### src/sv/wsh_pkg.sv
`timescale 1ns / 1ps
`default_nettype none
package wsh_pkg;

  // Wave table size and derived widths
  localparam int TRAIN_COUNT = 16;
  localparam int TIDX_W = (TRAIN_COUNT > 1) ? $clog2(TRAIN_COUNT) : 1;
  localparam int CNT_W = $clog2(TRAIN_COUNT + 1);

  // Shared multiplier: signed operands, full product
  localparam int MUL_W = 34;
  localparam int PROD_W = 2 * MUL_W;

  // Shared divider and square root widths
  localparam int DIV_W = 48;
  localparam int DVS_W = 32;
  localparam int SQ_IN_W = 64;
  localparam int SQ_OUT_W = SQ_IN_W / 2;

  // Request function codes
  localparam logic FUNC_LOAD = 1'b0;
  localparam logic FUNC_EVAL = 1'b1;

  // Register indexes
  localparam logic [1:0] REG_SEA_LEVEL = 2'd0;
  localparam logic [1:0] REG_WAVES_EN = 2'd1;
  localparam logic [1:0] REG_ACTIVE = 2'd2;

  // Turns per radian (1/(2*pi)), Q32
  localparam logic signed [MUL_W-1:0] INV_TWO_PI = 34'sd683565276;

  // Quarter-turn sine polynomial (Q30, Horner order)
  localparam logic signed [MUL_W-1:0] SIN_C0 = 34'sd172272;
  localparam logic signed [MUL_W-1:0] SIN_C1 = -34'sd5026995;
  localparam logic signed [MUL_W-1:0] SIN_C2 = 34'sd85569306;
  localparam logic signed [MUL_W-1:0] SIN_C3 = -34'sd693598668;
  localparam logic signed [MUL_W-1:0] SIN_C4 = 34'sd1686629713;

  // Quarter-turn cosine polynomial (Q30, Horner order)
  localparam logic signed [MUL_W-1:0] COS_C0 = -34'sd27058;
  localparam logic signed [MUL_W-1:0] COS_C1 = 34'sd987048;
  localparam logic signed [MUL_W-1:0] COS_C2 = -34'sd22401991;
  localparam logic signed [MUL_W-1:0] COS_C3 = 34'sd272375560;
  localparam logic signed [MUL_W-1:0] COS_C4 = -34'sd1324675879;

endpackage
`default_nettype wire

### src/sv/wsh_mul.sv
`timescale 1ns / 1ps
`default_nettype none
module wsh_mul (
  input  logic                               clk,
  input  logic signed [wsh_pkg::MUL_W-1:0]   a,
  input  logic signed [wsh_pkg::MUL_W-1:0]   b,
  output logic signed [wsh_pkg::PROD_W-1:0]  p
);
  import wsh_pkg::*;

  // Registered signed product
  always_ff @(posedge clk) begin
    p <= PROD_W'(a) * PROD_W'(b);
  end

endmodule
`default_nettype wire

### config.mk
export PLATFORM = sky130hd
export DESIGN_NAME = wsh_mul
export DESIGN_NICKNAME = d
export VERILOG_FILES = /design/src/sv/wsh_pkg.sv /design/src/sv/wsh_mul.sv
export SDC_FILE = /design/constraint.sdc
export NUM_CORES = 2
export LEC_CHECK = 0
export ABC_AREA = 1
export BUFFER_PORTS_ARGS = -buffer_cell sky130_fd_sc_hd__buf_2
export CAP_MARGIN = 10
export CORE_ASPECT_RATIO = 0.9
export CORE_UTILIZATION = 66
export CTS_CLUSTER_SIZE = 10
export DETAILED_ROUTE_END_ITERATION = 7
export PLACE_DENSITY = 0.84
export RECOVER_POWER = 100
export SLEW_MARGIN = 10
export SYNTH_ARGS = -nofsm -noshare
export SYNTH_HDL_FRONTEND = slang
export SYNTH_SLANG_ARGS = --single-unit
### constraint.sdc
create_clock -name clk -period 21.9 [get_ports clk]
set_input_delay 6.57 -clock clk [delete_from_list [all_inputs] [get_ports clk]]
set_output_delay 6.57 -clock clk [all_outputs]
set_load 0.01 [all_outputs]
After elaboration in Yosys (flattened, before gate mapping). Cells that the tools add are included.

$mul: 1.

Operator list (number): 34-bit by 34-bit multiplier with 68-bit output (1).

Flip-flop bits (word level): 68. Output and inout port bits: 68. Word-level logic and storage cells: 2.

Logic depth before layout (Yosys ltp).
Depth in word-level cells: 1. Mapped depth: 35. Gate-level depth less buffers: 33.

Worst setup path before layout. Ideal clock, no wire load.

Kind: input to register. Start: input a[33] in the netlist's numbering. End: register p[66] in the netlist's numbering. Library setup time: 112 ps. Data arrival time: 13281 ps. Data required time: 21788 ps. Slack: 8507 ps. Stages on the path: 24. Path buffers: 2. Cells stage by stage: clkbuf_1 > clkbuf_1 > nand2_1 > inv_1 > fa_1 > fa_1 > fa_1 > fa_1 > inv_1 > fa_1 > fa_1 > inv_1 > fa_1 > fa_1 > ha_1 > nand2_1 > nor2_1 > inv_1 > nor2_2 > nand2_1 > nor3_1 > nand2_2 > nand3_1 > nand2_1.

Word-level cells in the longest chain between the ends: 1.

RTL lines: start: declaration (line wsh_mul.sv:5) `input logic signed [wsh_pkg::MUL_W-1:0] a,`; 34-bit by 34-bit multiplier with 68-bit output (line wsh_mul.sv:13) `p <= PROD_W'(a) * PROD_W'(b);`; end signal: assignment (line wsh_mul.sv:13); end: declaration (line wsh_mul.sv:7) `output logic signed [wsh_pkg::PROD_W-1:0] p`.

No other way between the ends.

Final worst setup path.
Start: input b[1] in the netlist's numbering. End: register p[62] in the netlist's numbering.

Word-level cells in the longest chain between the ends: 1.

RTL lines: start: declaration (line wsh_mul.sv:6) `input logic signed [wsh_pkg::MUL_W-1:0] b,`; 34-bit by 34-bit multiplier with 68-bit output (line wsh_mul.sv:13).

No other way between the ends.

==> metrics <==
status=finished, violations left; failing checks=capacitance limit, slew limit; Detailed Route WL=around 120 mm; Area Growth Syn to Fin=2.32%; max-cap violations=2; RSZ-0062 raised after global routing=false; Final Core Density=68.7%; Final nets=7380; cts bufs inserted=9; aggregate negative setup slack=0 ps; Worst path top cell family by delay=adder cells; # IOs=137; setup bufs post-CTS=0; Critical Path RT=22140 ps; count of final setup violators=0; Crit-path slowest cell=clkbuf_1; most common cell after layout, fill and taps aside=inv_1; global-route wire length before repair=204 mm; Cell Chain, Critical Path=clkbuf_1, nand2_1, inv_1, fa_1, fa_1, fa_1, fa_1, inv_1, fa_1, fa_1, inv_1, fa_1, fa_1, ha_1, nand2_1, nor2_1, inv_1, nor3_1, nand2_1, nor3_1, nand2_1, nand3_1, nand2_1; met3 WL=11.8 mm; share of cells above drive strength 1=2.20%; Total Routing Usage GR=37.3%; highest-count cells in the layout ignoring fill and taps=inv_1, nand2_1, fa_1; drt first pass iters=6; number of vias per cell=5.32; ANT nets after route=0; vias in the first global route=40600; final worst-path cycle share=69.4%; worst path bufs/invs=5; gpl congestion=1.00; Hold Buf Count CTS=0; port bufs=136; CP most frequent cell=fa_1; Yosys reg bits=68; Max Transition Viols Final=70; DR vias=~36000; Clock Pin Slew Worst Setup and Hold Paths=60 ps; wire length on met2=59.9 mm; mean post-synth cell area=7.74 um2; Worst Path Class, Setup=in2reg; Die Span Y=253 um; biggest registers after layout=p: 68 flops; WL/cell=approximately 18 um; startpoint types=input port; DRC=0; headroom to the max-slew limit=-45.8%; worst slew pin tran=2190 ps; CP Max Fanout=34; core area=around 69000 um2; yosys warns=0; Initial Util=67.1%; Worst setup EP type=flop; syn nets=7486; final hold vios=0; Final min period=~15000 ps; CTS tree=done; HP Class=in2reg; std cell rows=91; crit path DAT=15440 ps; Cell variety after synth=32; HPWL Detailed=101 mm; Layout fillers=5452; Resized cells post-CTS=0; Largest Register=p; slowest stage delay, CP=~1400 ps; largest net degree at the start of global routing=36; post-synthesis sequential area ratio=2.95%; initial antenna violation count=5; Root Buffer=clkbuf_16; M1 WL=43.9 mm; clock sink count=68; Synth Cell Area=46200 um2; Die Width=roughly 280 um; max frequency=65.8 MHz; max reg flops=68; top sig layer=met5; H-tree depth=3; grt ovf=0; clock buffer depth=2; die area=71100 um2; synthesized netlist cell count=5972; initial DRC count=3082
final cells by class:
type	count	area, um2	share of cell area, %
multi-input cells	3514	35800	75.7
repair buffers	154	726	1.53
clock buffers	12	246	0.521
flip-flops and latches	68	1360	2.88
inverters	2119	7950	16.8
well taps	930	1160	2.46
diodes	2	5.00	0.0106
clock inverters	2	60.1	0.127
cell usage after synthesis:
library cell / number / area (um2)
or2_2: 8 / 50.1
nor3_1: 15 / 75.1
inv_2: 3 / 11.3
o21a_1: 1 / 7.51
nand3_2: 7 / 70.1
nor3_4: 2 / 32.5
nand2_2: 20 / 125
nor2_1: 115 / 432
nand4_1: 19 / 119
fa_1: 1241 / 24800
o21ai_1: 1 / 5.00
nand3_1: 70 / 350
nand2_4: 2 / 22.5
inv_1: 2116 / 7940
ha_1: 204 / 2550
a21o_1: 1 / 7.51
dfxtp_1: 68 / 1360
xnor2_1: 2 / 17.5
nor3_2: 5 / 50.1
nor2_2: 9 / 56.3
clkbuf_1: 269 / 1010
a21oi_1: 59 / 295
nor4_2: 1 / 12.5
a21oi_2: 4 / 35.0
buf_1: 2 / 7.51
nand2_1: 1661 / 6230
nand3b_1: 3 / 22.5
o21ai_0: 18 / 90.1
o21bai_1: 11 / 82.6
xor2_1: 33 / 289
nand2b_1: 1 / 6.26
and2_1: 1 / 6.26
through the flow:
stage                     instances  instance area, um2  hold slack, ps  worst slack [ps]
after global routing           6800               47300            6820              6340
after detailed placement       6785               47200            6960              7380
after CTS                      6799               47500            6770              7730
after global placement         6785               47200            6960              7540
after floorplan                5972               46200            6850              8510
final                          6801               47300            6790              6710
tightest hold or removal path, stage by stage:
cell and delay, ps:
buf_2 100, buf_4 260, nand2_1 110, inv_1 40
cells by family (layout without fill, tap and decap cells):
kind of cell | Yosys count | count (layout) | synth area share (%)
adders and majority gates | 1445 | 1445 | 59.3
other | 0 | 2 | 0
AOI/OAI and AO/OA | 95 | 95 | 1.13
xor gates and xnor gates | 35 | 35 | 0.663
DFF | 68 | 68 | 2.95
buffers and inverters | 2390 | 2287 | 19.4
and+or+nand+nor | 1939 | 1939 | 16.6
routing by layer:
layer  global-route usage, %  vias up
li1                        -    15800
met1                    45.7    17800
met2                    64.0     2043
met3                    6.57      508
met4                    18.1        6
met5                       0        -
path summary, 6_finish.rpt:
path	from	end	slack (ps)	cells after the start
setup / recovery	b[1]	p[62]	6710	23
hold / removal	b[0]	p[0]	6790	4
Power is left out: the tool's default activity adds up to more than one toggle a clock period on the data nets, which glitch-free logic cannot reach.
