## config.mk

```make
export PLATFORM = sky130hd
export DESIGN_NAME = wsh_div
export DESIGN_NICKNAME = d
export VERILOG_FILES = /design/src/sv/wsh_pkg.sv /design/src/sv/wsh_div.sv
export SDC_FILE = /design/constraint.sdc
export NUM_CORES = 1
export LEC_CHECK = 0
export ABC_AREA = 1
export BUFFER_PORTS_ARGS = -buffer_cell sky130_fd_sc_hd__buf_2
export CAP_MARGIN = 40
export CORE_MARGIN = 2
export CORE_UTILIZATION = 50
export DETAILED_ROUTE_END_ITERATION = 10
export PLACE_DENSITY = 0.75
export SYNTH_ARGS = -nofsm -noshare
export SYNTH_HDL_FRONTEND = slang
export SYNTH_SLANG_ARGS = --single-unit
```

## constraint.sdc

```tcl
create_clock -name clk -period 2.7 [get_ports clk]
set_input_delay 0.81 -clock clk [delete_from_list [all_inputs] [get_ports clk]]
set_output_delay 0.81 -clock clk [all_outputs]
set_load 0.05 [all_outputs]
```

## src/sv/wsh_pkg.sv

```systemverilog
`timescale 1ns / 1ps
`default_nettype none
package wsh_pkg;

  // Wave table size and derived widths
  localparam int TRAIN_COUNT = 16;
  localparam int TIDX_W = (TRAIN_COUNT > 1) ? $clog2(TRAIN_COUNT) : 1;
  localparam int CNT_W = $clog2(TRAIN_COUNT + 1);

  // Shared multiplier: signed operands, full product
  localparam int MUL_W = 34;
  localparam int PROD_W = 2 * MUL_W;

  // Shared divider and square root widths
  localparam int DIV_W = 48;
  localparam int DVS_W = 32;
  localparam int SQ_IN_W = 64;
  localparam int SQ_OUT_W = SQ_IN_W / 2;

  // Request function codes
  localparam logic FUNC_LOAD = 1'b0;
  localparam logic FUNC_EVAL = 1'b1;

  // Register indexes
  localparam logic [1:0] REG_SEA_LEVEL = 2'd0;
  localparam logic [1:0] REG_WAVES_EN = 2'd1;
  localparam logic [1:0] REG_ACTIVE = 2'd2;

  // Turns per radian (1/(2*pi)), Q32
  localparam logic signed [MUL_W-1:0] INV_TWO_PI = 34'sd683565276;

  // Quarter-turn sine polynomial (Q30, Horner order)
  localparam logic signed [MUL_W-1:0] SIN_C0 = 34'sd172272;
  localparam logic signed [MUL_W-1:0] SIN_C1 = -34'sd5026995;
  localparam logic signed [MUL_W-1:0] SIN_C2 = 34'sd85569306;
  localparam logic signed [MUL_W-1:0] SIN_C3 = -34'sd693598668;
  localparam logic signed [MUL_W-1:0] SIN_C4 = 34'sd1686629713;

  // Quarter-turn cosine polynomial (Q30, Horner order)
  localparam logic signed [MUL_W-1:0] COS_C0 = -34'sd27058;
  localparam logic signed [MUL_W-1:0] COS_C1 = 34'sd987048;
  localparam logic signed [MUL_W-1:0] COS_C2 = -34'sd22401991;
  localparam logic signed [MUL_W-1:0] COS_C3 = 34'sd272375560;
  localparam logic signed [MUL_W-1:0] COS_C4 = -34'sd1324675879;

endpackage
`default_nettype wire

```

## src/sv/wsh_div.sv

```systemverilog
`timescale 1ns / 1ps
`default_nettype none
module wsh_div (
  input  logic                        clk,
  input  logic                        rst,
  input  logic                        start,
  input  logic [wsh_pkg::DIV_W-1:0]   dividend,
  input  logic [wsh_pkg::DVS_W-1:0]   divisor,
  output logic                        done,
  output logic [wsh_pkg::DIV_W-1:0]  quot
);
  import wsh_pkg::*;

  localparam int CW = $clog2(DIV_W + 1);

  logic [DVS_W:0]   rem;
  logic [DVS_W-1:0] dvs;
  logic [CW-1:0]    cnt;
  logic             run;
  logic [DVS_W:0]   rs;
  logic [DVS_W:0]   diff;
  logic             ge;

  // One quotient bit per cycle, restoring
  assign rs   = {rem[DVS_W-1:0], quot[DIV_W-1]};
  assign ge   = rs >= {1'b0, dvs};
  assign diff = rs - {1'b0, dvs};

  always_ff @(posedge clk) begin
    if (rst) begin
      run  <= 1'b0;
      done <= 1'b0;
      cnt  <= '0;
    end else begin
      done <= 1'b0;
      if (start) begin
        run <= 1'b1;
        cnt <= CW'(DIV_W);
      end else if (run) begin
        cnt <= cnt - 1'b1;
        if (cnt == CW'(1)) begin
          run  <= 1'b0;
          done <= 1'b1;
        end
      end
    end
  end

  // Datapath
  always_ff @(posedge clk) begin
    if (start) begin
      rem  <= '0;
      quot <= dividend;
      dvs  <= divisor;
    end else if (run) begin
      rem  <= ge ? diff : rs;
      quot <= {quot[DIV_W-2:0], ge};
    end
  end

endmodule
`default_nettype wire

```

* Word-level counts from Yosys, hierarchy flattened *
Cells that the tools add are included.

storage, ports and cells
  flip-flop bits (word level) = 120
  input bits = 83
  RAM bits = 0
  word-level logic and storage cells = 24
  memories kept = 0
  bits in read-only memories = 0
  bits in latches = 0
  output and inout port bits = 49

cells by class
  $lt $le $gt $ge = 1
  divide/modulo/power cells = 0
  multiplexer cells = 9
  shifts and indexed selects = 0
  reductions and logical operators = 3
  equal/unequal tests = 1
  add/subtract/negate cells = 2
  multiply operators = 0
  bitwise gates (word level) = 1

operators with widths
  operator               number
  $mux W48               2
  $ge A33 B32 Y1         1
  $mux W32               1
  $sub A32 B32 Y32       1
  $mux W6                2
  $eq A6 B1 Y1 const B   1
  $sub A6 B1 Y6 const B  1
  $mux W1                4
  $reduce_or A3 Y1       1
  $reduce_bool A2 Y1     1
  $reduce_or A2 Y1       1
  $not A1 Y1             1

* Logic depth before layout (Yosys ltp) *
  word-level depth = 4
  gate-level depth with buffers = 17
  mapped depth without buffers = 16

* Least setup slack after synthesis *
Ideal clock, no wire load.

  path kind = in2reg
  from = in start
  to = reg quot[0] (netlist bit) (enable)
  path slack = 0.016 ns
  stages = 4
  required time = 2.298 ns
  arrival = 2.282 ns
  setup time = 0.402 ns
  buffers on the path = 2
  cells stage by stage = clkbuf_1 > nor2_1 > clkbuf_1 > inv_1

between the ends
  cells in the longest elaborated chain, start to end = 1

RTL lines
  element                       line           RTL
  start: declaration            wsh_div.sv:6   input logic start,
  $reduce_bool A2 Y1 (no line)  --
  end signal: assignment        wsh_div.sv:53  quot <= dividend;
  end signal: assignment        wsh_div.sv:57  quot <= {quot[DIV_W-2:0], ge};
  end: declaration              wsh_div.sv:10  output logic [wsh_pkg::DIV_W-1:0] quot

Every way passes these cells.
A chain may end at the register's enable or synchronous reset.

* Worst setup path after layout *
  from = reg dvs[16]
  to = reg rem[30]

between the ends
  cells in the longest elaborated chain, start to end = 2

RTL lines
  element                                             line                          RTL
  start: declaration                                  wsh_div.sv:17                 logic [DVS_W-1:0] dvs;
  start signal: assignment                            wsh_div.sv:54                 dvs <= divisor;
  $sub A32 B32 Y32 or $ge A33 B32 Y1 (tied branches)  wsh_div.sv:27, wsh_div.sv:26
  $mux W32 (*)                                        wsh_div.sv:56                 rem <= ge ? diff : rs;
  end signal: assignment                              wsh_div.sv:56
  end: declaration                                    wsh_div.sv:16                 logic [DVS_W:0] rem;

Every way passes the cells marked *; elsewhere a longest branch is shown, timed or not.

==> impl_metrics.toml <==
[die]
io_pins = 132
die_area_mm2 = 0.0160
initial_core_util_pct = 51.3
die-width_um = 126
core_mm2 = 0.0146
die_y_um = 126
rows = 44

[cells_and_area]
layout_commonest_cell = "nand2_1"
final_cell_mix = "nand2_1, inv_1, buf_2"
drive_gt1_share_pct = 16.2
filler_cell_count = 1328
areaGrowthSynthToFinish_pct = 19.0
diodes = 0
instances_no_fill = 1378
finalNetCount = 1299

[logic_synthesis]
yosys_warnings = 0
yosysUniqueCellTypes = 32
syn-num-nets = 1167
synth_adder_area_share_pct = 5.95
ys.flop_type = "edfxtp_1"
seq_area_frac_synth_pct = 42.8
synth_cells = 1049
synth_edf_count = 80
synth-simple-area-share_pct = 37.6
synth_compound_area_share_pct = 2.07
synthArstFlopShare_pct = 0
synth_mux_area_share_pct = 0
synth.avg_cell_area_um2 = 7.14
synth_top_family_by_area = "simple AND/OR/NAND/NOR gates"
syn-cell-area_mm2 = 0.00749
synthXorXnorAreaFrac_pct = 1.87
synth_seq_cells = 120

[cts]
cts_buffers = 17
h-tree-depth = 4
cts_resized = 0
clk_pin_slew_worst_paths_ns = 0.06
clockBufferDepth = 2
clock_latency_ns = 0.43
clkSinkCount = 120
post-cts-setup-buffer-count = 0
cts-hold-fix-buffers = 0
root_buffer = "clkbuf_16"
cts_tree = "yes"

[critical_path]
cp_data_required_time_ns = 3.01
endpoint_kind = "flip-flop"
cpMaxStageDelayCell = "nand2_4"
cp_common_cell = "nand2_1"
critPathBufInv = 2
critPathMaxFanout = 32
critPathTopFamily = "simple AND/OR/NAND/NOR gates"
cp_slowest_stage_delay_ns = 0.38
startpoint_type = "flip-flop"
rrSetupSlack_ns = 0.27
arrival_ns = 2.74
crit_chain = "inv_1, ha_1, nand2_1, nor2_1, nand2_1, nand2_1, inv_2, nand2_2, nand2_4, nand2_4, nand2_1, nand3_1, nand2_1"
path_class = "flip-flop to flip-flop"

[run_status]
outcome = "complete, no violations"

[detailed_routing]
drc_errors = 0
wirelength_mm = 18.6
dr.pass1.iters = 5
drtIter0Drc = 460
wire_per_inst_um = 13.5
via_per_inst = 4.90
antenna_left = 0
num_vias = 6757

[global_route]
antenna_found_initial = 0
first_global_vias = 6620
grt_start_max_net_pins = 53
gr-total-overflow = 0
grt_pass1_wl_mm = 31.1
grt_usage_pct = 24.2

[sta]
hold_violations = 0
slew_violations = 0
post-route-period-util_pct = 90.0
fin_crit_ns = 2.43
relSlewSlack_pct = 65.3
finClkSkew_ns = 0.00993
setup_viol = 0
tns_ns = 0
tightest_slew_ns = 0.520
rsz0062_at_grt = "false"
fmax_mhz = 412

[power]
ir_drop_mv = 0.451
powerDensity_mw_per_mm2 = 585
p_leak_nw = 4.87

[place]
dp_hpwl_mm = 13.5
dp_cells = 1346
place.gp.congestion = 0.963
port_buffers = 131

[worst_hold_path]
hold_class = "flip-flop to flip-flop"

[run]
maxCapViolations = 0
-- worst min-delay path: cells and delay by family, from the launching register on --
kind             cells  cell delay [ns]
flip-flops           1             0.32
AND/OR/NAND/NOR      2             0.10
-- flip-flops by register name (all words and copies together), names as in the netlist --
| signal | count |
|---|---|
| cnt | 6 |
| quot | 48 |
| run | 1 |
| rem | 32 |
| dvs | 32 |
| done | 1 |
-- layout make-up --
type | count | area (µm²) | area share [%]
clock buffers | 20 | 467 | 5.24
clock inverters | 12 | 116 | 1.31
inverters | 158 | 593 | 6.65
multi-input cells | 743 | 3560 | 40.0
flip-flops and latches | 120 | 3200 | 35.9
well taps | 184 | 230 | 2.58
repair buffers | 141 | 743 | 8.34
-- Yosys cell counts, drive strengths merged (3+ instances only) --
cell	n	share of area, %
nand2	503	26
inv	157	7.9
edfxtp	80	32
nand3	52	3.6
nor2	50	2.7
nand3b	44	4.4
dfxtp	40	11
ha	34	5.7
a21oi	20	1.3
clkbuf	17	0.85
xnor2	15	1.8
buf	11	0.99
nor3	8	0.60
a211oi	3	0.30
and2	3	0.25
-- kinds of logic after synthesis --
logic type,count (synthesis)
xor+xnor,16
buf+inv,186
compound gates,28
flops,120
simple gates,664
fa+ha+maj,35
-- metal layers --
metal / GRT usage, % / routed length [µm] / up-vias
met3: 7.09 / 1210 / 19
li1: - / - / 3515
met5: 0 / 0 / -
met1: 31.5 / 8730 / 3031
met2: 39.2 / 8440 / 192
met4: 7.11 / 211 / 0
-- metrics by stage --
stage                     hold WS [ns]  area (µm²)  power [mW]  setup slack, ns  util [%]
after floorplan                  0.444        7490        2.78           0.0161         -
after global placement           0.457        8330        3.02            0.328      57.1
after detailed placement         0.459        8330        3.02            0.313      57.1
after CTS                        0.469        8910        5.25            0.286      61.1
after global routing             0.488        8910        5.41            0.102      61.1
final                            0.467        8910        5.21            0.271      61.1
-- report_power, final --
part	internal, mW	total (mW)	switching (mW)	leakage (nW)
clock network	1.35	2.22	0.874	0.283
logic	0.227	0.817	0.590	3.46
registers	2.11	2.17	0.0613	1.13
total	3.69	5.21	1.53	4.87
-- path summary, 6_finish.rpt --
kind                              start       to  cells after the start
worst max register to register  dvs[16]  rem[30]                     13
worst min-delay path            rem[18]  rem[18]                      2
worst max-delay path            dvs[16]  rem[30]                     13
worst min register to register  rem[18]  rem[18]                      2
Note: power is estimated with default switching activity, not from simulation.
