File: config.mk
export PLATFORM = sky130hd
export DESIGN_NAME = wsh_sqrt
export DESIGN_NICKNAME = d
export VERILOG_FILES = /design/src/sv/wsh_pkg.sv /design/src/sv/wsh_sqrt.sv
export SDC_FILE = /design/constraint.sdc
export NUM_CORES = 1
export LEC_CHECK = 0
export BUFFER_PORTS_ARGS = -buffer_cell sky130_fd_sc_hd__buf_2
export CAP_MARGIN = 0
export CORE_MARGIN = 2
export CORE_UTILIZATION = 35
export CTS_CLUSTER_SIZE = 40
export DETAILED_ROUTE_END_ITERATION = 7
export GPL_TIMING_DRIVEN = 0
export PLACE_DENSITY = 0.51
export SETUP_SLACK_MARGIN = 0.02
export SYNTH_ARGS = -nofsm -noshare
export SYNTH_HDL_FRONTEND = slang
export SYNTH_SLANG_ARGS = --single-unit
File: constraint.sdc
create_clock -name clk -period 5.9 [get_ports clk]
set_input_delay 0.59 -clock clk [delete_from_list [all_inputs] [get_ports clk]]
set_output_delay 0.59 -clock clk [all_outputs]
set_load 0.005 [all_outputs]
File: src/sv/wsh_pkg.sv
`timescale 1ns / 1ps
`default_nettype none
package wsh_pkg;

  // Wave table size and derived widths
  localparam int TRAIN_COUNT = 16;
  localparam int TIDX_W = (TRAIN_COUNT > 1) ? $clog2(TRAIN_COUNT) : 1;
  localparam int CNT_W = $clog2(TRAIN_COUNT + 1);

  // Shared multiplier: signed operands, full product
  localparam int MUL_W = 34;
  localparam int PROD_W = 2 * MUL_W;

  // Shared divider and square root widths
  localparam int DIV_W = 48;
  localparam int DVS_W = 32;
  localparam int SQ_IN_W = 64;
  localparam int SQ_OUT_W = SQ_IN_W / 2;

  // Request function codes
  localparam logic FUNC_LOAD = 1'b0;
  localparam logic FUNC_EVAL = 1'b1;

  // Register indexes
  localparam logic [1:0] REG_SEA_LEVEL = 2'd0;
  localparam logic [1:0] REG_WAVES_EN = 2'd1;
  localparam logic [1:0] REG_ACTIVE = 2'd2;

  // Turns per radian (1/(2*pi)), Q32
  localparam logic signed [MUL_W-1:0] INV_TWO_PI = 34'sd683565276;

  // Quarter-turn sine polynomial (Q30, Horner order)
  localparam logic signed [MUL_W-1:0] SIN_C0 = 34'sd172272;
  localparam logic signed [MUL_W-1:0] SIN_C1 = -34'sd5026995;
  localparam logic signed [MUL_W-1:0] SIN_C2 = 34'sd85569306;
  localparam logic signed [MUL_W-1:0] SIN_C3 = -34'sd693598668;
  localparam logic signed [MUL_W-1:0] SIN_C4 = 34'sd1686629713;

  // Quarter-turn cosine polynomial (Q30, Horner order)
  localparam logic signed [MUL_W-1:0] COS_C0 = -34'sd27058;
  localparam logic signed [MUL_W-1:0] COS_C1 = 34'sd987048;
  localparam logic signed [MUL_W-1:0] COS_C2 = -34'sd22401991;
  localparam logic signed [MUL_W-1:0] COS_C3 = 34'sd272375560;
  localparam logic signed [MUL_W-1:0] COS_C4 = -34'sd1324675879;

endpackage
`default_nettype wire

File: src/sv/wsh_sqrt.sv
`timescale 1ns / 1ps
`default_nettype none
module wsh_sqrt (
  input  logic                           clk,
  input  logic                           rst,
  input  logic                           start,
  input  logic [wsh_pkg::SQ_IN_W-1:0]    radicand,
  output logic                           done,
  output logic [wsh_pkg::SQ_OUT_W-1:0]   root
);
  import wsh_pkg::*;

  localparam int CW = $clog2(SQ_OUT_W + 1);
  localparam int RW = SQ_OUT_W + 4;

  logic [SQ_IN_W-1:0] sh;
  logic [RW-1:0]      rem;
  logic [CW-1:0]      cnt;
  logic               run;
  logic [RW-1:0]      rs;
  logic [RW-1:0]      trial;
  logic               ge;

  // Two radicand bits per cycle, one root bit
  assign rs    = {rem[RW-3:0], sh[SQ_IN_W-1 -: 2]};
  assign trial = {2'b00, root, 2'b01};
  assign ge    = rs >= trial;

  always_ff @(posedge clk) begin
    if (rst) begin
      run  <= 1'b0;
      done <= 1'b0;
      cnt  <= '0;
    end else begin
      done <= 1'b0;
      if (start) begin
        run <= 1'b1;
        cnt <= CW'(SQ_OUT_W);
      end else if (run) begin
        cnt <= cnt - 1'b1;
        if (cnt == CW'(1)) begin
          run  <= 1'b0;
          done <= 1'b1;
        end
      end
    end
  end

  // Datapath
  always_ff @(posedge clk) begin
    if (start) begin
      sh   <= radicand;
      rem  <= '0;
      root <= '0;
    end else if (run) begin
      sh   <= {sh[SQ_IN_W-3:0], 2'b00};
      rem  <= ge ? (rs - trial) : rs;
      root <= {root[SQ_OUT_W-2:0], ge};
    end
  end

endmodule
`default_nettype wire

After elaboration in Yosys (flattened, before gate mapping)
Index checks and enable logic that the tools add are counted.
{"block": "totals", "regBits": 138, "input_bits": 67, "output_inout_bits": 33, "word_cells": 24}
{"block": "op_classes", "add_sub_neg": 2, "magnitude_cmp": 1, "n_eq_ne": 1, "n_mux": 9, "bitwise_logic": 1, "reduce_logical": 3}
{"op": "$mux 64", "n": 2}
{"op": "$ge 36x34->1", "n": 1}
{"op": "$mux 34", "n": 1}
{"op": "$sub 34x34->34", "n": 1}
{"op": "$mux 6", "n": 2}
{"op": "$eq 6x1->1 const B", "n": 1}
{"op": "$sub 6x1->6 const B", "n": 1}
{"op": "$mux 1", "n": 4}
{"op": "$reduce_or 3->1", "n": 1}
{"op": "$reduce_bool 2->1", "n": 1}
{"op": "$reduce_or 2->1", "n": 1}
{"op": "$not 1->1", "n": 1}

Depth between registers and ports, before layout
Gate-level depths: netlist of the first run.
{"block": "logic_depth", "word_depth": 4, "depth_mapped": 13, "depth_no_buf": 10}

Worst setup path after synthesis of the first run
Ideal clock, no wire load.
{"block": "synth_timing", "path_kind": "input-to-reg", "start": "input port start", "end": "register sh[0], enable pin", "setup_ns": 0.418, "arrival_time_ns": 2.537, "required_time_ns": 5.482, "slack_ns": 2.945, "path_stages": 4, "n_path_buf": 2, "cell_sequence": "clkbuf_1 -> clkbuf_1 -> nor2_1 -> inv_1"}
{"block": "synth_via", "elab_chain_len": 1}
{"element": "from (decl)", "line_no": "wsh_sqrt.sv:6", "rtl": "input logic start,"}
{"element": "$reduce_bool 2->1 (no source line)"}
{"element": "to (signal assigned)", "line_no": "wsh_sqrt.sv:52", "rtl": "sh <= radicand;"}
{"element": "to (signal assigned)", "line_no": "wsh_sqrt.sv:56", "rtl": "sh <= {sh[SQ_IN_W-3:0], 2'b00};"}
{"element": "to (decl)", "line_no": "wsh_sqrt.sv:16", "rtl": "logic [SQ_IN_W-1:0] sh;"}
No other way between the ends.
A chain may end at the register's enable or synchronous reset.

Worst setup path in the final report of the first run
{"block": "layout_timing", "start": "register root[0] (netlist name)", "end": "register rem[12]"}
{"block": "layout_via", "elab_chain_len": 2, "elab_cells_between_ends": 3, "classes_between": "1 x add/sub; 1 x order compare; 1 x mux"}
{"element": "from (decl)", "line_no": "wsh_sqrt.sv:9", "rtl": "output logic [wsh_pkg::SQ_OUT_W-1:0] root"}
{"element": "from (signal assigned)", "line_no": "wsh_sqrt.sv:58", "rtl": "root <= {root[SQ_OUT_W-2:0], ge};"}
{"element": "$sub 34x34->34 or $ge 36x34->1 (tied branches)", "line_no": "wsh_sqrt.sv:57, wsh_sqrt.sv:27"}
{"element": "$mux 34 *", "line_no": "wsh_sqrt.sv:57", "rtl": "rem <= ge ? (rs - trial) : rs;"}
{"element": "to (signal assigned)", "line_no": "wsh_sqrt.sv:57"}
{"element": "to (decl)", "line_no": "wsh_sqrt.sv:17", "rtl": "logic [RW-1:0] rem;"}
Every way passes the cells marked *; elsewhere a longest branch is shown, timed or not.

==> reports/results.tsv, run 1 <==
metric	value	unit
status	finished, final reports clean	
via_count	6002	
die_area	0.0232	mm2
drtAntennaViolNets	0	
async_flop_share	0	%
cp_slowest_cell	a2111oi_4	
clk_path_buf_depth	2	
syn_avg_cell_area	10.2	um2
fin_crit	3320	ps
area_growth	19.1	%
multi_input_area	0.00394	mm2
ioPinCount	100	
drtIter0Drc	382	
layout.area.seq	0.00340	mm2
grt_overflow	0	
required	6170	ps
tns	0	ps
fin_util	42.2	%
end_kind	flip-flop	
holdBufCountCts	0	
grt_pass1_vias	5884	
hold_class	input pin to flip-flop	
nets	977	
first_pass_iters	4	
path_max_fanout	10	
maxCapViolations	0	
syn_area	0.00771	mm2
yosysSeqAreaShare	44.1	%
grt_max_degree	35	
wl_per_cell	16.5	um
grt_usage	16.5	%
ir_drop	218	uV
clkLatencyLatePin	430	ps
path_cells	inv_1, ha_1, nor2b_1, o21ai_1, a2111oi_4, a2111oi_4, o21ai_2, a21o_1, buf_6, buf_6, mux2i_1, a211oi_1	
cts_tree	done	
critPathMaxStageDelay	520	ps
setup_viol_count_final	0	
critPathArrivalTime	3590	ps
syn_nets	859	
cts_resized	0	
rows	54	
die_h	152	um
grt_antenna_before_repair	3	
grt_pass1_wl	30.9	mm
place_congestion	0.837	
relSlewSlack	42.3	%
postCtsSetupBuffers	0	
slew_viol_final	0	
drt-total-wl	19.3	mm
timing_worst_setup_path_type	flip-flop to flip-flop	
drive_gt1_share	23.9	%
hold_violations	0	
critPathLaunchType	flip-flop	
htree_levels	4	
cts.sinks	138	
dp_hpwl	14.1	mm
synth-edff-count	64	
p_leak	0.00374	uW
fmax	301	MHz
synth-warning-count	0	
path_buf_inv	3	
crit_family	compound AO/OA/AOI/OAI gates	
finClkSkew	9.29	ps
ctsRootBufferMaster	clkbuf_16	
core	0.0218	mm2
ys_ff_latch	138	
rsz0062_at_grt	false	
numCtsBuffers	17	
post_drt_via_cell_ratio	5.13	
tightestPinTransition	866	ps
drc	0	
period_share	56.3	%
clk_pin_slew_worst_paths	70	ps
nFillCells	2229	
start_util	35.4	%
synthDistinctLibCells	65	
ys.flop_type	dfxtp_1	
port_buffers	98	
power.density	500	mW/mm2
syn_inst	756	
die_x	152	um
## final timing paths
path                         from                   end  slack, ps  cells past startpoint
min reg2reg   cnt[0]$_SDFFE_PP0P_   cnt[0]$_SDFFE_PP0P_        490                      2
max reg2reg  root[0]$_SDFFE_PP0P_  rem[12]$_SDFFE_PP0P_       2580                     12
min                           rst        run$_SDFF_PP0_        370                      2
max          root[0]$_SDFFE_PP0P_  rem[12]$_SDFFE_PP0P_       2580                     12
## report_power, final
part           total (uW)  internal [uW]  switching (uW)
combinational        2260            962            1290
clock                1110            640             467
sequential           1230           1140            91.1
total                4590           2740            1850
## Yosys cell counts, types with 9 or more instances
| cell | instances | area, um2 |
|---|---|---|
| nand4_1 | 10 | 62.6 |
| o21ai_0 | 18 | 90.1 |
| mux2i_1 | 52 | 521 |
| and3_1 | 9 | 56.3 |
| clkbuf_1 | 24 | 90.1 |
| mux2_2 | 62 | 698 |
| nor3_1 | 14 | 70.1 |
| inv_1 | 49 | 184 |
| o21ai_1 | 10 | 50.1 |
| xnor2_1 | 17 | 149 |
| nor2_1 | 79 | 297 |
| xor2_1 | 12 | 105 |
| buf_1 | 9 | 33.8 |
| a21oi_1 | 31 | 155 |
| ha_1 | 36 | 450 |
| nand3_1 | 11 | 55.1 |
| edfxtp_1 | 64 | 1920 |
| a211oi_1 | 30 | 225 |
| nand2_1 | 44 | 165 |
| dfxtp_1 | 74 | 1480 |
## layout make-up
type / count / area share (%)
timing repair buffer: 99 / 5.56
tap: 280 / 3.82
clock inverter: 15 / 1.95
buffer: 39 / 1.94
antenna: 2 / 0.0545
clock buffer: 17 / 4.63
sequential: 138 / 37.1
inverter: 51 / 2.09
multi-input combinational: 528 / 42.9
## cells by family (layout without fill, tap and decap cells)
family / count (synthesis) / after routing / synth area share, %
flip-flops: 138 / 138 / 44.1
AND/OR/NAND/NOR: 195 / 195 / 11.7
buffers and inverters: 90 / 221 / 4.79
XOR/XNOR: 29 / 29 / 3.29
other: 0 / 2 / 0
multiplexers: 114 / 114 / 15.8
AO/OA/AOI/OAI: 154 / 154 / 14.5
adder cells (fa/ha/maj): 36 / 36 / 5.84
## placed cells by master (no fill, tap or decap), types with 31 or more instances in the layout
cell,instances
nor2_1,79
mux2_2,62
a21oi_1,31
buf_2,99
ha_1,36
mux2i_1,52
nand2_1,44
edfxtp_1,64
dfxtp_1,74
inv_1,48
## routing by layer
layer,GRT usage (%),share of wire (%)
met5,0,0.14
met4,4.19,0.90
met3,5.55,6.8
met2,25.1,44
met1,22.8,48
## per-stage QoR
| stage | area [um2] | power [uW] | setup WS [ps] | instances | hold WS (ps) |
|---|---|---|---|---|---|
| floorplan | 7710 | 2980 | 2950 | 756 | 451 |
| global placement | 8550 | 3490 | 1780 | 1134 | 480 |
| detailed placement | 8570 | 3480 | 2580 | 1135 | 484 |
| CTS | 9180 | 4630 | 2560 | 1167 | 353 |
| global route | 9180 | 4920 | 2340 | 1167 | 355 |
| finish | 9180 | 4590 | 2580 | 1169 | 367 |
## flip-flops by register name (all words and copies together), names as in the netlist
register and cells:
run 1, root 32, cnt 6, rem 34, sh 64, done 1
Power figures use the tool's default switching activity.
==> inputs of run 2 (changes only) <==
clock period = 3.3 ns   (was 5.9 ns; I/O delays follow)
==> reports/results.tsv, run 2 (synthesized netlist as in run 1, its figures left out) <==
metric	value	unit	change
status	finished, final reports clean		
cts.sinks	138		unchanged
power.density	902	mW/mm2	+80%
ioPinCount	100		unchanged
first_pass_iters	5		+1
tightestPinTransition	871	ps	+5.07 ps
fmax	316	MHz	+4.9%
layout.area.seq	0.00341	mm2	about the same
nFillCells	2217		-0.54%
cell_internal_pwr	4970	uW	+81%
numCtsBuffers	17		unchanged
grt_overflow	0		unchanged
p_seq_share	26.4	%	-0.4 points
period_share	95.9	%	+40 points
p_leak	0.00375	uW	+0.28%
critPathLaunchType	flip-flop		
whs_path_depth	2		unchanged
clk_path_buf_depth	2		unchanged
met2_usage	25.1	%	unchanged
mostFrequentLayoutCells	buf_2 (99), nor2_1 (79), dfxtp_1 (72), edfxtp_1 (64), mux2_2 (62)		
power	8320	uW	+81%
end_kind	flip-flop		
path_max_fanout	10		unchanged
grt_usage	16.5	%	about the same
required	3580	ps	-2590 ps
port_buffers	98		unchanged
fin_util	42.4	%	+0.21 points
drive_gt1_share	25.0	%	+1.1 points
drc	0		unchanged
reg2reg_from	root[20]$_SDFFE_PP0P_		
post_drt_via_cell_ratio	5.13		about the same
layout.cells.non_filler	1169		unchanged
regMostFlops	sh		
clk_pin_slew_worst_paths	60	ps	about the same
die_h	152	um	unchanged
grt_util_met3	5.55	%	unchanged
largestRegisters	sh (64), rem (34), root (32)		
die_area	0.0232	mm2	unchanged
cts_tree	done		
rsz0062_at_grt	true		
grtUsageMet1	22.8	%	about the same
drt-total-wl	19.2	mm	-0.22%
finalWorstSetupSlack	136	ps	-2440 ps
r2r-end	rem[12]$_SDFFE_PP0P_		
stdcell_area	0.00923	mm2	+0.49%
ir_drop	401	uV	+84%
die_x	152	um	unchanged
slew_viol_final	0		unchanged
clockPowerShare	23.7	%	-0.4 points
wl_per_cell	16.4	um	-0.22%
grt_max_degree	35		unchanged
grt_antenna_before_repair	3		unchanged
dpl_cell_area	0.00857	mm2	unchanged
switching_share	40.2	%	-0.088 points
min_from	rst		
hold_violations	0		unchanged
maxCapViolations	0		unchanged
htree_levels	4		unchanged
dp_hpwl	14.1	mm	unchanged
timing_worst_setup_path_type	flip-flop to flip-flop		
ctsRootBufferMaster	clkbuf_16		
final_common_cell	buf_2		
holdBufCountCts	0		unchanged
rows	54		unchanged
min_to	run$_SDFF_PP0_		
critPathArrivalTime	3440	ps	-150 ps
core	0.0218	mm2	unchanged
grt_pass1_vias	5874		-0.17%
dp_cells	1135		unchanged
r2r_cells	12		unchanged
grt_busiest_layer	met2		
relSlewSlack	41.9	%	-0.34 points
setup_viol_count_final	0		unchanged
drtAntennaViolNets	0		unchanged
grt_pass1_wl	30.9	mm	about the same
place_congestion	0.837		unchanged
nets	977		unchanged
finClkSkew	8.97	ps	-0.319 ps
area_growth	19.6	%	
hold_class	input pin to flip-flop		
fin_crit	3160	ps	-155 ps
drtIter0Drc	369		-3.4%
clkLatencyLatePin	420	ps	about the same
pre_cts_slack	-17.2	ps	-2600 ps
start_util	35.4	%	unchanged
via_count	6000		-0.033%
p_sw	3350	uW	+81%
comb_power_share	49.8	%	+0.7 points
largest_reg_flops	64		unchanged
r2r_slack	140	ps	-2440 ps
multi_input_area	0.00397	mm2	+0.79%
==> run 2: changes by cell type in the layout (fill, tap and decap cells not counted), moves of 2 or more <==
cell and delta:
dfxtp_2 +2, dfxtp_1 -2, buf_4 +2, a21oi_1 -2, clkbuf_1 -2
==> run 2: critical path, cell delays in order, from the launching register on <==
cell	delay, ps
dfxtp_1	370
inv_1	80
ha_1	280
buf_4	150
nand2_1	100
or4_1	510
or4_1	450
o21ai_2	140
a21o_1	170
buf_6	180
buf_8	180
mux2i_2	290
a211oi_1	110
==> run 2: cell type report <==
type	count	area share, %
inverters	51	2.07
plain buffers	37	1.89
clock inverters	15	1.94
multi-input cells	528	43.0
flip-flops and latches	138	36.9
clock buffers	17	4.61
well taps	280	3.80
diodes	2	0.0542
repair buffers	101	5.70
==> run 2: per-stage QoR <==
stage	hold WS [ps]	setup TNS (ps)
final	107	0
after global routing	94.8	0
after CTS	93.5	0
after detailed placement	484	-26.5
after global placement	480	-46870
after floorplan	399	0
==> run 2: repair_timing <==
| item | 4_1_cts | 5_1_grt |
|---|---|---|
| endpoints found under the setup margin | 8 | 19 |
| pin swaps | 1 | 3 |
| resized for setup | 3 | 9 |
| setup buffers | 1 | 1 |
==> run 2: power groups by stage <==
stage / sequential (uW) / clock (uW) / combinational [uW]
final: 2200 / 1980 / 4150
after global routing: 2230 / 2100 / 4580
after CTS: 2200 / 2040 / 4090
after detailed placement: 2240 / 0 / 3990
after global placement: 2240 / 0 / 4010
after floorplan: 2170 / 0 / 3160
==> run 2: how the worst max path moves through the flow <==
stage	start	end	slack, ps
after detailed placement	root[0]$_SDFFE_PP0P_	rem[14]$_SDFFE_PP0P_	-20
after global routing	root[27]$_SDFFE_PP0P_	rem[12]$_SDFFE_PP0P_	4
after CTS	root[6]$_SDFFE_PP0P_	rem[12]$_SDFFE_PP0P_	80
after floorplan	root[7]$_SDFFE_PP0P_	rem[12]$_SDFFE_PP0P_	470
after global placement	run$_SDFF_PP0_	sh[9]$_DFFE_PP_	-740
final	root[20]$_SDFFE_PP0P_	rem[12]$_SDFFE_PP0P_	140
==> run 2: per-layer routing <==
layer / vias to the layer above / wire length [um]
met5: - / 27
met4: 4 / 172
met3: 18 / 1350
met2: 151 / 8420
met1: 2826 / 9240
li1: 3001 / -
